<file path="src/tsfc_pkg.sv">
`timescale 1ns / 1ps
package tsfc_pkg;

   localparam int SAMPLE_W    = 12;
   localparam int GAIN_W      = 16;
   localparam int SIDE_W      = 12;
   localparam int POS_W       = 12;
   localparam int CNT_W       = 4;
   localparam int DIFF_W      = SAMPLE_W + 1;
   localparam int PROD_W      = DIFF_W + GAIN_W + 1;
   localparam int FRAC_W      = 14;
   localparam int SCALED_W    = PROD_W - 1 - FRAC_W;
   localparam int MAX_SAMPLES_DEF = 10;

   localparam int CSR_ADDR_W  = 5;
   localparam int CSR_DATA_W  = 32;

   // register indexes
   localparam logic [2:0] REG_X_OFFSET    = 3'd0;
   localparam logic [2:0] REG_Y_OFFSET    = 3'd1;
   localparam logic [2:0] REG_X_GAIN      = 3'd2;
   localparam logic [2:0] REG_Y_GAIN      = 3'd3;
   localparam logic [2:0] REG_LONG_SIDE   = 3'd4;
   localparam logic [2:0] REG_SHORT_SIDE  = 3'd5;
   localparam logic [2:0] REG_ORIENTATION = 3'd6;

   typedef enum logic [1:0] {
      ORIENT_LANDSCAPE     = 2'd0,
      ORIENT_PORTRAIT      = 2'd1,
      ORIENT_PORTRAIT_REV  = 2'd2,
      ORIENT_LANDSCAPE_REV = 2'd3
   } orient_type;

   typedef struct packed {
      logic [SAMPLE_W-1:0] x_sample;
      logic [SAMPLE_W-1:0] y_sample;
   } req_type;

   typedef struct packed {
      logic [POS_W-1:0] x_pos;
      logic [POS_W-1:0] y_pos;
   } rsp_type;

   typedef struct packed {
      logic accept;
      logic first;
      logic s1_en;
      logic s2_en;
   } lane_ctl_type;

endpackage

</file>
<file path="src/tsfc_lane.sv">
`timescale 1ns / 1ps
module tsfc_lane
   import tsfc_pkg::*;
(
   input  logic                clock,
   input  logic                reset,
   input  lane_ctl_type        ctl,
   input  logic [SAMPLE_W-1:0] sample,
   input  logic [SAMPLE_W-1:0] offset,
   input  logic [GAIN_W-1:0]   gain,
   input  logic [SIDE_W-1:0]   side,
   output logic                near,
   output logic [SIDE_W-1:0]   scaled
);

   logic [SAMPLE_W-1:0]      avg_ff, avg_in;
   logic [SAMPLE_W:0]        sum;
   logic [SAMPLE_W-1:0]      next_avg;
   logic [SAMPLE_W-1:0]      delta;
   logic signed [DIFF_W-1:0] diff_ff, diff_in;
   logic signed [PROD_W-1:0] prod_ff, prod_in;
   logic [SCALED_W-1:0]      trunc;

   assign sum      = {1'b0, avg_ff} + {1'b0, sample};
   assign next_avg = sum[SAMPLE_W:1];
   assign delta    = (avg_ff > next_avg) ? (avg_ff - next_avg) : (next_avg - avg_ff);
   assign near     = (delta <= SAMPLE_W'(1));

   always_comb begin
      avg_in = avg_ff;
      if (ctl.accept) begin
         avg_in = ctl.first ? sample : next_avg;
      end
   end

   // the averaged value of a finishing reading is next_avg
   assign diff_in = $signed({1'b0, next_avg}) - $signed({1'b0, offset});
   assign prod_in = diff_ff * $signed({1'b0, gain});

   always_ff @(posedge clock) begin
      if (reset) begin
         avg_ff <= '0;
      end else begin
         avg_ff <= avg_in;
      end
   end

   always_ff @(posedge clock) begin
      if (ctl.s1_en) begin
         diff_ff <= diff_in;
      end
      if (ctl.s2_en) begin
         prod_ff <= prod_in;
      end
   end

   assign trunc = prod_ff[PROD_W-2:FRAC_W];

   // drop negatives, and every value when side is zero, to zero; then clamp to side - 1
   always_comb begin
      if (prod_ff[PROD_W-1] || side == '0) begin
         scaled = '0;
      end else if (trunc >= SCALED_W'(side)) begin
         scaled = side - SIDE_W'(1);
      end else begin
         scaled = trunc[SIDE_W-1:0];
      end
   end

endmodule

</file>
<file path="src/tsfc_merge.sv">
`timescale 1ns / 1ps
module tsfc_merge
   import tsfc_pkg::*;
(
   input  logic              clock,
   input  logic              reset,
   input  logic              load,
   input  logic              in_valid,
   input  logic [SIDE_W-1:0] tx,
   input  logic [SIDE_W-1:0] ty,
   input  logic [SIDE_W-1:0] long_side,
   input  logic [SIDE_W-1:0] short_side,
   input  orient_type        orientation,
   output logic              rsp_valid,
   output rsp_type           rsp_data
);

   logic    valid_ff, valid_in;
   rsp_type data_ff, data_in;

   always_comb begin
      unique case (orientation)
         ORIENT_PORTRAIT: begin
            data_in.x_pos = ty;
            data_in.y_pos = tx;
         end
         ORIENT_PORTRAIT_REV: begin
            data_in.x_pos = short_side - ty;
            data_in.y_pos = long_side - tx;
         end
         ORIENT_LANDSCAPE_REV: begin
            data_in.x_pos = tx;
            data_in.y_pos = short_side - ty;
         end
         default: begin
            data_in.x_pos = long_side - tx;
            data_in.y_pos = ty;
         end
      endcase
   end

   assign valid_in = load ? in_valid : valid_ff;

   always_ff @(posedge clock) begin
      if (reset) begin
         valid_ff <= 1'b0;
      end else begin
         valid_ff <= valid_in;
      end
   end

   always_ff @(posedge clock) begin
      if (load) begin
         data_ff <= data_in;
      end
   end

   assign rsp_valid = valid_ff;
   assign rsp_data  = data_ff;

endmodule

</file>
<file path="src/touch_sample_filter_calibrate.sv">
`timescale 1ns / 1ps
// Touch sample filter and calibration. Each accepted X/Y sample pair updates
// a running average in the same cycle, so one transaction is taken every
// clock unless input is stalled. A reading ends when both axes move by at
// most one count or after MAX_SAMPLES pairs; its average then runs through
// two lanes, one per axis, that subtract the offset, multiply by the Q2.14
// gain and clamp to the screen side, and a merge stage applies the
// orientation. The position of a finished reading passes the difference,
// product and merge registers in order to the result channel. Input is
// stalled only when all three result stages are full and held.
module touch_sample_filter_calibrate
   import tsfc_pkg::*;
#(
   parameter int MAX_SAMPLES = MAX_SAMPLES_DEF
)(
   input  logic                  clock,
   input  logic                  reset,
   input  logic                  req_valid,
   output logic                  req_stall,
   input  req_type               req_data,
   output logic                  rsp_valid,
   input  logic                  rsp_stall,
   output rsp_type               rsp_data,
   input  logic                  psel,
   input  logic                  penable,
   input  logic                  pwrite,
   input  logic [CSR_ADDR_W-1:0] paddr,
   input  logic [CSR_DATA_W-1:0] pwdata,
   output logic [CSR_DATA_W-1:0] prdata,
   output logic                  pready
);

   logic [SAMPLE_W-1:0] x_offset_ff, y_offset_ff;
   logic [GAIN_W-1:0]   x_gain_ff, y_gain_ff;
   logic [SIDE_W-1:0]   long_side_ff, short_side_ff;
   orient_type          orient_ff;
   logic                csr_write;
   logic [2:0]          csr_index;

   logic [CNT_W-1:0]    cnt_ff, cnt_in;
   logic [CNT_W-1:0]    cnt_next;
   logic                s1_valid_ff, s1_valid_in;
   logic                s2_valid_ff, s2_valid_in;
   logic                out_ready, s2_ready, s1_ready;
   logic                accept, first, done;
   logic                near_x, near_y;
   logic [SIDE_W-1:0]   tx, ty;
   lane_ctl_type        ctl;

   // configuration port
   assign pready    = 1'b1;
   assign csr_index = paddr[4:2];
   assign csr_write = psel && penable && pwrite;

   always_ff @(posedge clock) begin
      if (reset) begin
         x_offset_ff   <= '0;
         y_offset_ff   <= '0;
         x_gain_ff     <= GAIN_W'(16384);
         y_gain_ff     <= GAIN_W'(16384);
         long_side_ff  <= SIDE_W'(320);
         short_side_ff <= SIDE_W'(240);
         orient_ff     <= ORIENT_LANDSCAPE;
      end else if (csr_write) begin
         unique case (csr_index)
            REG_X_OFFSET:    x_offset_ff   <= pwdata[SAMPLE_W-1:0];
            REG_Y_OFFSET:    y_offset_ff   <= pwdata[SAMPLE_W-1:0];
            REG_X_GAIN:      x_gain_ff     <= pwdata[GAIN_W-1:0];
            REG_Y_GAIN:      y_gain_ff     <= pwdata[GAIN_W-1:0];
            REG_LONG_SIDE:   long_side_ff  <= pwdata[SIDE_W-1:0];
            REG_SHORT_SIDE:  short_side_ff <= pwdata[SIDE_W-1:0];
            REG_ORIENTATION: orient_ff     <= orient_type'(pwdata[1:0]);
            default: ;
         endcase
      end
   end

   always_comb begin
      prdata = '0;
      unique case (csr_index)
         REG_X_OFFSET:    prdata = CSR_DATA_W'(x_offset_ff);
         REG_Y_OFFSET:    prdata = CSR_DATA_W'(y_offset_ff);
         REG_X_GAIN:      prdata = CSR_DATA_W'(x_gain_ff);
         REG_Y_GAIN:      prdata = CSR_DATA_W'(y_gain_ff);
         REG_LONG_SIDE:   prdata = CSR_DATA_W'(long_side_ff);
         REG_SHORT_SIDE:  prdata = CSR_DATA_W'(short_side_ff);
         REG_ORIENTATION: prdata = CSR_DATA_W'(orient_ff);
         default:         prdata = '0;
      endcase
   end

   // result pipeline flow control
   assign out_ready = !rsp_valid || !rsp_stall;
   assign s2_ready  = !s2_valid_ff || out_ready;
   assign s1_ready  = !s1_valid_ff || s2_ready;
   assign req_stall = !s1_ready;
   assign accept    = req_valid && !req_stall;

   // reading sequencer
   assign first    = (cnt_ff == '0);
   assign cnt_next = cnt_ff + CNT_W'(1);
   assign done     = !first && ((near_x && near_y) || (cnt_next >= CNT_W'(MAX_SAMPLES)));

   always_comb begin
      cnt_in = cnt_ff;
      if (accept) begin
         if (first) begin
            cnt_in = CNT_W'(1);
         end else if (done) begin
            cnt_in = '0;
         end else begin
            cnt_in = cnt_next;
         end
      end
   end

   assign s1_valid_in = s1_ready ? (accept && done) : s1_valid_ff;
   assign s2_valid_in = s2_ready ? s1_valid_ff : s2_valid_ff;

   always_ff @(posedge clock) begin
      if (reset) begin
         cnt_ff      <= '0;
         s1_valid_ff <= 1'b0;
         s2_valid_ff <= 1'b0;
      end else begin
         cnt_ff      <= cnt_in;
         s1_valid_ff <= s1_valid_in;
         s2_valid_ff <= s2_valid_in;
      end
   end

   assign ctl.accept = accept;
   assign ctl.first  = first;
   assign ctl.s1_en  = s1_ready;
   assign ctl.s2_en  = s2_ready;

   tsfc_lane u_lane_x (
      .clock  (clock),
      .reset  (reset),
      .ctl    (ctl),
      .sample (req_data.x_sample),
      .offset (x_offset_ff),
      .gain   (x_gain_ff),
      .side   (long_side_ff),
      .near   (near_x),
      .scaled (tx)
   );

   tsfc_lane u_lane_y (
      .clock  (clock),
      .reset  (reset),
      .ctl    (ctl),
      .sample (req_data.y_sample),
      .offset (y_offset_ff),
      .gain   (y_gain_ff),
      .side   (short_side_ff),
      .near   (near_y),
      .scaled (ty)
   );

   tsfc_merge u_merge (
      .clock       (clock),
      .reset       (reset),
      .load        (out_ready),
      .in_valid    (s2_valid_ff),
      .tx          (tx),
      .ty          (ty),
      .long_side   (long_side_ff),
      .short_side  (short_side_ff),
      .orientation (orient_ff),
      .rsp_valid   (rsp_valid),
      .rsp_data    (rsp_data)
   );

   a_cnt_bound: assert property (@(posedge clock) disable iff (reset)
      cnt_ff < CNT_W'(MAX_SAMPLES))
      else $error("sample count out of range");

   a_stall_full: assert property (@(posedge clock) disable iff (reset)
      req_stall |-> (s1_valid_ff && s2_valid_ff && rsp_valid && rsp_stall))
      else $error("input stalled with room in the result pipeline");

   a_first_seed: assert property (@(posedge clock) disable iff (reset)
      (accept && first) |=> (cnt_ff == CNT_W'(1)))
      else $error("first sample did not start a reading");

   a_s1_hold: assert property (@(posedge clock) disable iff (reset)
      (s1_valid_ff && !s2_ready) |=> s1_valid_ff)
      else $error("pending reading lost in first result stage");

   a_done_resets: assert property (@(posedge clock) disable iff (reset)
      (accept && done) |=> (cnt_ff == '0 && s1_valid_ff))
      else $error("finished reading not handed to result pipeline");

endmodule

</file>
<file path="config.mk">
export PLATFORM = sky130hd
export DESIGN_NAME = touch_sample_filter_calibrate
export DESIGN_NICKNAME = d
export VERILOG_FILES = /design/src/tsfc_pkg.sv /design/src/tsfc_lane.sv /design/src/tsfc_merge.sv /design/src/touch_sample_filter_calibrate.sv
export SDC_FILE = /design/constraint.sdc
export NUM_CORES = 2
export LEC_CHECK = 0
export CAP_MARGIN = 20
export CORE_MARGIN = 1.5
export CORE_UTILIZATION = 53
export CTS_BUF_LIST = sky130_fd_sc_hd__clkbuf_4 sky130_fd_sc_hd__clkbuf_8 sky130_fd_sc_hd__clkbuf_16
export DETAILED_ROUTE_END_ITERATION = 7
export DONT_BUFFER_PORTS = 1
export PLACE_DENSITY_LB_ADDON = 0.1
export SYNTH_ARGS = -nofsm -noshare
export SYNTH_HDL_FRONTEND = slang
export SYNTH_SLANG_ARGS = --single-unit
export TNS_END_PERCENT = 20
</file>
<file path="constraint.sdc">
create_clock -name clock -period 13.7 [get_ports clock]
set_clock_uncertainty 0.2 [all_clocks]
set_input_delay 0.685 -clock clock [delete_from_list [all_inputs] [get_ports clock]]
set_output_delay 0.685 -clock clock [all_outputs]
set_load 0.02 [all_outputs]
</file>
==> out/summary.txt <==
pins over their slew limit -> 0
flop2flop setup slack -> 6.04 ns
count leader, synth -> inv_1
Synth Cell Area -> 27660 um^2
proportion of layout cells with a drive suffix above 1 -> 0.02924
n_diodes -> 0
Distinct cells, synth -> 79
DR vias -> 21550
dpl hpwl -> 58220 um
final setup fails -> 0
Peak VDD IR -> 0.09678 mV
RSZ-0062 raised after global routing -> no
Cells after Synth -> 3223
Worst slew margin -> 0.2293
simple-gate share of the synthesized area -> 0.1710
core area -> 51410 um^2
I/O pin cnt -> 127
initial antenna violation count -> 1
Main synth FF type -> dfxtp_1
Clk Latency, worst-skew pair -> 0.49 ns
post-synthesis sequential area ratio -> 0.1708
Fill cells -> 4735
global router's overall resource usage -> 0.2791
WS Path Type -> reg2reg
Cells after DPL -> 3791
critical path required time -> 13.73 ns
yosys warns -> 0
H-tree depth -> 4
total congestion overflow -> 0
GPL Wtd Cong -> 0.8904
Yosys reg bits -> 195
fin util -> 0.5596
Setup TNS -> 0 ns
LEAKAGE -> 13.33 nW
Yosys top cell by area -> fa_1
router iterations before antenna repair -> 5
Setup crit end -> u_lane_x.prod_ff[29]
fin crit share -> 0.5591
Hold WC Path Type -> in2reg
first-pass GRT wire length -> 117000 um
Via density -> 5.632
Reg-to-Reg End -> u_lane_x.prod_ff[29]
hold_buf cts -> 0
top cells by area, synth -> fa_1 (23%), ha_1 (15%), edfxtp_1 (8.9%), dfxtp_1 (8.2%), inv_1 (6.9%)
power density over the cells -> 126.5 nW/um^2
Routed Wire Length -> 72760 um
Post-synth EDFFs -> 82
main combinational cell family by area after synthesis -> adder cells
Async SR Flop Fraction -> 0
CP Data Arrival Time -> 7.69 ns
CTS tree -> yes
Synth top area share -> 0.2287
crit path from -> x_gain_ff[8]
non-filler cells, final -> 3826
Starting DRT DRC Count -> 1524
root buf cell -> clkbuf_16
antenna-violating nets left -> 0
Post-Synth XOR/XNOR Area -> 0.03854
Layout area overhead -> 4.003%
die height -> 231.5 um
final hold vios -> 0
worst r2r path cells -> 23
post-layout min period -> 7.660 ns
register clock-pin slew on the reported worst setup and hold paths -> 0.09 ns
IO buf count -> 0
Avg WL per Cell -> 19.02 um
Starting Density -> 0.5381
outcome -> completed
Die ar. -> 53570 um^2
Post-synth top cells -> inv_1 (509), nand2_1 (459), ha_1 (329), fa_1 (316), nor2_1 (189)
Die Span X -> 231.5 um
Max FO, Critical Path -> 15
post-synthesis mux area share -> 0.02483
# DRC -> 0
compound-gate portion of the synthesized area -> 0.1212
post-synthesis adder-cell area fraction -> 0.3819
cts repair resizes -> 0
Worst setup EP type -> flip-flop
Post-Syn Area per Cell -> 8.582 um^2
largest net degree at the start of global routing -> 114
Clock Sink Count -> 195
Max-Cap Viols -> 0
Setup Buffers After CTS -> 0
Worst Tran Pin Value -> 1.152 ns
startpoint types -> flip-flop
vias in the first global route -> 21640
TritonCTS buffer count -> 17
R2R Path Start -> x_gain_ff[8]
fin nets -> 3846
max frequency -> 0.1306 GHz
FP Rows -> 83
clk buf depth -> 2
## report_power, final
group	internal (mW)	switching [mW]
Combinational	0.865	1.19
Clock	0.259	0.272
Sequential	0.792	0.259
Total	1.92	1.72
## final cells by class
class,count,area [um^2],area share
clock buffer,18,450.4,0.01566
clock inverter,14,183.9,0.006394
inverter,511,1918,0.06668
multi-input combinational,2387,20460,0.7113
sequential,195,4725,0.1642
tap,680,850.8,0.02958
timing repair buffer,21,176.4,0.006133
## state kept, by name, indices dropped and copies added, names as in the netlist, 13 cells and up
name and count:
u_merge.rsp_data 24, u_lane_x.prod_ff 16, u_lane_y.prod_ff 16, x_gain_ff 16, y_gain_ff 16, u_lane_x.diff_ff 13, u_lane_y.diff_ff 13
## logic make-up (layout without fill, tap and decap cells)
kind of cell / after synthesis / in the layout
muxes: 62 / 62
and+or+nand+nor: 1023 / 1023
adders and majority gates: 657 / 657
buffers and inverters: 656 / 564
DFF: 195 / 195
xor gates and xnor gates: 120 / 120
other: 2 / 17
AOI/OAI and AO/OA: 508 / 508
## worst min path at each step
stage                              start  cells past startpoint                 end  slack (ns)
after floorplan              s1_valid_ff                      2         s2_valid_ff        0.23
after global placement    x_offset_ff[4]                      2      x_offset_ff[4]        0.26
after detailed placement  x_offset_ff[4]                      2      x_offset_ff[4]        0.27
after CTS                          reset                      1  u_lane_y.avg_ff[7]        0.05
after global routing               reset                      1  u_lane_y.avg_ff[7]        0.06
final                              reset                      1  u_lane_y.avg_ff[7]        0.07
## per-layer routing
layer  GRT usage  routed length, um
met4     0.08415               1610
met1      0.3748              32910
met2      0.4616              34140
met5           0                  0
met3     0.04540               4100
## cell usage in the layout, fill, tap and decap left out, types with 16 or more instances in the layout
cell	instances
inv_1	509
nand2_1	459
ha_1	329
fa_1	316
nor2_1	189
and2_1	166
a21oi_1	164
dfxtp_1	113
xnor2_1	82
edfxtp_1	82
o21ai_0	70
nand2b_1	47
a211oi_1	46
mux2i_1	45
a21o_1	39
nor3_1	39
xor2_1	36
nor2b_1	31
nand3_1	29
o21a_1	24
o211ai_1	19
clkbuf_16	18
buf_4	18
nand4_1	17
conb_1	17
a31oi_1	16
## through the flow
step | hold WS, ns | setup slack (ns) | power, mW | area (um^2)
2_1_floorplan | 0.2258 | 7.055 | 2.536 | 27720
3_3_place_gp | 0.2616 | 6.240 | 3.049 | 28090
3_5_place_dp | 0.2681 | 6.146 | 3.094 | 28090
4_1_cts | 0.04936 | 6.072 | 3.647 | 28730
5_1_grt | 0.05757 | 5.676 | 3.957 | 28770
6_report | 0.07436 | 6.040 | 3.638 | 28770
## critical path: stages, from the launching register on
cell      delay [ns]
dfxtp_1         0.84
nand2_1         0.19
fa_1            0.56
fa_1            0.53
inv_1           0.06
fa_1            0.56
inv_1           0.07
fa_1            0.47
inv_1           0.05
fa_1            0.49
fa_1            0.43
ha_1            0.21
a211oi_1        0.18
o21ai_0         0.13
a41oi_1         0.17
o31ai_1         0.13
a31oi_1         0.54
o211a_1         0.28
o21bai_1        0.16
a41o_1          0.33
o41a_1          0.36
a21o_1          0.22
a21oi_1         0.17
xnor2_1         0.08
Power figures use the tool's default switching activity.
